`config.mk`:
```
export PLATFORM = sky130hd
export DESIGN_NAME = icu_round
export DESIGN_NICKNAME = d
export VERILOG_FILES = /design/src/sv/icu_pkg.sv /design/src/sv/icu_round.sv
export SDC_FILE = /design/constraint.sdc
export NUM_CORES = 2
export LEC_CHECK = 0
export ABC_CLOCK_PERIOD_IN_PS = 11800
export BUFFER_PORTS_ARGS = -buffer_cell sky130_fd_sc_hd__buf_2
export CORE_MARGIN = 2
export CORE_UTILIZATION = 45
export CTS_CLUSTER_SIZE = 20
export DETAILED_ROUTE_END_ITERATION = 10
export HOLD_SLACK_MARGIN = 0.02
export PLACE_DENSITY = 0.7
export SLEW_MARGIN = 20
export SYNTH_ARGS = -nofsm -noshare
export SYNTH_HDL_FRONTEND = slang
export SYNTH_SLANG_ARGS = --single-unit
```
`constraint.sdc`:
```
create_clock -name clk_i -period 11.8 [get_ports clk_i]
set_input_delay 1.77 -clock clk_i [delete_from_list [all_inputs] [get_ports clk_i]]
set_output_delay 1.77 -clock clk_i [all_outputs]
set_load 0.02 [all_outputs]
```
`src/sv/icu_pkg.sv`:
```
// ----------------------------------------------------------------------------
// icu_pkg
// Shared constants, types and arithmetic for the block cipher unit.
// ----------------------------------------------------------------------------
`default_nettype none

package icu_pkg;

  localparam int IcuMaxRounds = 16;

  // configuration register indexes
  localparam logic [1:0] CfgKeyHigh    = 2'd0;
  localparam logic [1:0] CfgKeyLow     = 2'd1;
  localparam logic [1:0] CfgKeyBytes   = 2'd2;
  localparam logic [1:0] CfgRoundCount = 2'd3;

  localparam int KeyBytesMax   = 16;
  localparam int DefaultRounds = 8;

  typedef struct packed {
    logic        valid;
    logic        kind;
    logic [63:0] blk;
  } icu_pipe_t;

  typedef logic [5:0][15:0] icu_sk6_t;

  typedef enum logic [2:0] {
    KS_IDLE,
    KS_INIT,
    KS_FETCH,
    KS_CALC,
    KS_POW
  } icu_ks_state_e;

  // multiplication modulo 65537, zero stands for 65536
  function automatic logic [15:0] icu_mul(input logic [15:0] a, input logic [15:0] b);
    logic [31:0] p;
    logic [15:0] lo;
    logic [15:0] hi;
    logic [15:0] res;
    p  = 32'(a) * 32'(b);
    lo = p[15:0];
    hi = p[31:16];
    if (a == 16'd0) begin
      res = 16'd1 - b;
    end else if (b == 16'd0) begin
      res = 16'd1 - a;
    end else begin
      res = lo - hi + ((lo < hi) ? 16'd1 : 16'd0);
    end
    return res;
  endfunction

endpackage

`default_nettype wire

```
`src/sv/icu_round.sv`:
```
// ----------------------------------------------------------------------------
// icu_round
// One cipher round as three register stages; passes data through when idle.
// ----------------------------------------------------------------------------
`default_nettype none

module icu_round import icu_pkg::*; (
  input  wire logic      clk_i,
  input  wire logic      rst_ni,
  input  wire logic      act_i,
  input  wire icu_pipe_t pipe_i,
  input  wire icu_sk6_t  fk_i,
  input  wire icu_sk6_t  ik_i,
  output icu_pipe_t      pipe_o
);

  icu_sk6_t    ka, kb, kc;
  logic        a_v_q, b_v_q, c_v_q;
  logic        a_k_q, b_k_q, c_k_q;
  logic [15:0] a_x0_q, a_x1_q, a_x2_q, a_x3_q;
  logic [15:0] b_x0_q, b_x1_q, b_x2_q, b_x3_q, b_t0_q;
  logic [63:0] c_blk_q;
  logic [15:0] a_x0_d, a_x1_d, a_x2_d, a_x3_d, b_t0_d;
  logic [15:0] t1, t0b;
  logic [63:0] c_blk_d;

  assign ka = pipe_i.kind ? ik_i : fk_i;
  assign kb = a_k_q ? ik_i : fk_i;
  assign kc = b_k_q ? ik_i : fk_i;

  always_comb begin
    a_x0_d = pipe_i.blk[63:48];
    a_x1_d = pipe_i.blk[47:32];
    a_x2_d = pipe_i.blk[31:16];
    a_x3_d = pipe_i.blk[15:0];
    if (act_i) begin
      a_x0_d = icu_mul(pipe_i.blk[63:48], ka[0]);
      a_x1_d = pipe_i.blk[47:32] + ka[1];
      a_x2_d = pipe_i.blk[31:16] + ka[2];
      a_x3_d = icu_mul(pipe_i.blk[15:0], ka[3]);
    end
  end

  assign b_t0_d = icu_mul(a_x0_q ^ a_x2_q, kb[4]);

  always_comb begin
    t1      = icu_mul(b_t0_q + (b_x1_q ^ b_x3_q), kc[5]);
    t0b     = b_t0_q + t1;
    c_blk_d = {b_x0_q, b_x1_q, b_x2_q, b_x3_q};
    if (act_i) begin
      c_blk_d = {b_x0_q ^ t1, b_x2_q ^ t1, t0b ^ b_x1_q, b_x3_q ^ t0b};
    end
  end

  always_ff @(posedge clk_i or negedge rst_ni) begin
    if (!rst_ni) begin
      a_v_q <= 1'b0;
      b_v_q <= 1'b0;
      c_v_q <= 1'b0;
    end else begin
      a_v_q <= pipe_i.valid;
      b_v_q <= a_v_q;
      c_v_q <= b_v_q;
    end
  end

  always_ff @(posedge clk_i) begin
    a_k_q   <= pipe_i.kind;
    a_x0_q  <= a_x0_d;
    a_x1_q  <= a_x1_d;
    a_x2_q  <= a_x2_d;
    a_x3_q  <= a_x3_d;
    b_k_q   <= a_k_q;
    b_x0_q  <= a_x0_q;
    b_x1_q  <= a_x1_q;
    b_x2_q  <= a_x2_q;
    b_x3_q  <= a_x3_q;
    b_t0_q  <= b_t0_d;
    c_k_q   <= b_k_q;
    c_blk_q <= c_blk_d;
  end

  assign pipe_o = '{valid: c_v_q, kind: c_k_q, blk: c_blk_q};

endmodule

`default_nettype wire

```
==> key figures <==
Status
  • Result of the run: finished, violations left
  • Violated checks: negative setup slack

Timing
  • Slew of the pin with the lowest slew margin: 1.16 ns
  • Worst hold margin: 0.319 ns
  • Final clock skew: 0.0197 ns
  • Slew headroom: 22.6%
  • Setup total negative slack: -8.57 ns
  • Period utilisation layout: 106%
  • Pins over their slew limit: 0
  • Crit path time final: 12.50 ns
  • Worst Setup Slack, final: -0.695 ns
  • Achievable Freq: 80.0 MHz
  • Unrepaired setup endpoints after global routing: yes
  • Setup violators final: 21
  • Hold violation count in the final report: 0

Synth
  • Synthesized flop and latch total: 214
  • Syn. warnings: 0
  • Syn_nets: 7688
  • Distinct cell type count of the synthesized netlist: 100
  • Sequential-to-total area share from yosys stat: 8.40%
  • Number of enable-type register cells in the synthesized netlist: 0
  • Primary FF master, synth: sky130_fd_sc_hd__dfxtp_1
  • Area of the mapped netlist: 0.0512 mm²
  • Per-instance average area after synthesis: 8.53 µm²
  • Post-synthesis async set-or-reset flop share: 1.40%
  • Synth Instances: 6005

Drt
  • Overall routed net length: 174000 µm
  • Via density per instance: 5.33
  • Drc violations: 0
  • Routed length per instance: 20.4 µm
  • Overall via count from detail_route: 45.4k
  • Number of iterations in the first detailed-routing pass: 6
  • Detail Route Antenna Nets: 0
  • Detailed router's first-iteration violation count: 3383

Setup path
  • Worst setup startpoint: b_x3_q[0]$_DFF_P_
  • Crit-path slowest cell: sky130_fd_sc_hd__fa_1
  • Kind of start point of the critical path: flop
  • Critical Path Fanout Max: 4
  • Critical path start-end classification: reg2reg
  • Endpoint required time on the critical path: 12.22 ns
  • Worst path buffer plus inverter count: 9
  • Endpoint type of the worst setup path: flop
  • Largest delay contributor family on the critical path: adder cells
  • CP peak stage delay: 0.61 ns
  • CP arrival: 12.92 ns
  • Critical R2R Launch: b_x3_q[0]$_DFF_P_

Die
  • Std cell rows: 123
  • Area of the die: 0.117 mm²
  • Std-Cell Core Area: 0.113 mm²
  • Top Ports: 327
  • Starting density of the core: 45.5%
  • Die outline width: 341 µm
  • Die Y-Extent: 341 µm

Clock tree
  • TritonCTS clock tree: built
  • Number of H-tree levels: 1
  • Sink Count: 214
  • Total CTS buffers: 24
  • Insertion delay of the later-clocked pin in the worst-skew pair: 0.57 ns
  • Clock slew seen by the registers of the worst setup and hold paths: 0.06 ns
  • Cell at the root of the clock tree: sky130_fd_sc_hd__clkbuf_16
  • Max Buffers Root-to-Sink: 3

Job
  • MaxCap Viol Count: 0

Layout
  • Post-route core utilization: 55.8%
  • Fraction of final layout cells with drive strength greater than 1: 23.3%
  • Footprint of the flip-flops and latches: 0.00430 mm²
  • Most frequent standard cell in the layout excluding fill and tap cells: sky130_fd_sc_hd__inv_1
  • P&R area growth vs syn: 22.8%
  • NumNets Final: 8679
  • Fill cells: 10.2k
  • Total area of multi-input combinational cells: 0.0434 mm²
  • Commonest non-fill, non-tap cells in the layout: 1050 x sky130_fd_sc_hd__inv_1, 825 x sky130_fd_sc_hd__buf_4, 795 x sky130_fd_sc_hd__fa_1

Global route
  • Antenna violations before repair: 22
  • Number of global-route vias before repair: 46.7k
  • Total overflow reported by the global router: 0
  • Overall track demand over capacity in global routing: 29.4%
  • First-pass GRT wire length: 264000 µm
  • Pin count of the biggest net entering global routing: 80

Placed design
  • Final HPWL DP: 149000 µm
  • Worst setup slack after placement: -1.09 ns
  • IO buf count: 326
  • Routability congestion estimate from global placement: 0.997

Min path
  • Startpoint of the worst hold path: a_x1_q[8]$_DFF_P_
  • Worst hold-check path type: reg2reg
Yosys cell counts (all sizes together), types with 40 or more instances:
library cell | n | area, µm²
a211oi | 47 | 368
a21o | 63 | 473
a21oi | 217 | 1110
and2 | 142 | 888
clkbuf | 186 | 703
dfxtp | 211 | 4220
fa | 812 | 16300
ha | 610 | 7630
inv | 1068 | 4010
mux2 | 116 | 1320
mux2i | 40 | 400
nand2 | 790 | 2970
nand2b | 40 | 250
nand3 | 61 | 315
nor2 | 477 | 1790
nor2b | 69 | 432
nor3 | 83 | 448
o21ai | 125 | 633
xnor2 | 276 | 2420
xor2 | 142 | 1270
per-stage QoR:
step,std cells,instance area [µm²]
2_1_floorplan,6005,51600
3_3_place_gp,8413,60300
3_5_place_dp,8413,60300
4_1_cts,8483,61700
5_1_grt,8515,62900
6_report,8520,62900
repair_timing:
action                                 CTS  global route
hold buffers                             0             0
gates resized for setup                 91           192
gates cloned                             0             2
setup endpoints to repair               30            66
endpoints found under the hold margin    0             0
buffers inserted                        27            30
pin swaps                               87           128
metal layers:
metal	share of wire, %	track usage (%)	vias to the layer above
met5	0.026	0	-
met4	4.1	9.67	6
met3	8.9	4.82	362
met2	46	49.0	1815
met1	41	38.9	22400
li1	-	-	20900
layout make-up:
| class | count | area share [%] |
|---|---|---|
| multi-input cells | 4492 | 69.0 |
| repair buffers | 1189 | 13.4 |
| flip-flops and latches | 214 | 6.84 |
| inverters | 1075 | 6.42 |
| well taps | 1500 | 2.98 |
| clock buffers | 29 | 1.00 |
| clock inverters | 14 | 0.288 |
| diodes | 7 | 0.0279 |
sequential cells by signal, indices dropped and copies added, names as in the netlist, 16 cells and up:
signal and cells:
c_blk_q 64, a_x0_q 16, a_x1_q 16, a_x2_q 16
a_x3_q 16, b_t0_q 16, b_x0_q 16, b_x1_q 16
b_x2_q 16, b_x3_q 16
path summary, 6_finish.rpt:
path / endpoint / slack [ns] / depth (start not counted)
worst max-delay path: c_blk_q[31]$_DFF_P_ / -0.70 / 59
worst min-delay path: b_x1_q[8]$_DFF_P_ / 0.32 / 0
worst max register to register: c_blk_q[31]$_DFF_P_ / -0.70 / 59
worst min register to register: b_x1_q[8]$_DFF_P_ / 0.32 / 0
max in group asynchronous: c_v_q$_DFF_PN0_ / 10.70 / 1
min in group asynchronous: a_v_q$_DFF_PN0_ / 1.00 / 1
cells by family (layout without fill, tap and decap cells):
logic type	count (synthesis)	after routing	synth area share, %
flip-flops	214	214	8.40
buffers and inverters	1300	2307	9.69
XOR/XNOR	420	420	7.28
other	0	7	0
AND/OR/NAND/NOR	1794	1794	15.6
AO/OA/AOI/OAI	699	699	9.04
adder cells (fa/ha/maj)	1422	1422	46.7
multiplexers	156	157	3.35
Power is left out: the tool's default activity adds up to more than one toggle a clock period on the data nets, which glitch-free logic cannot reach.
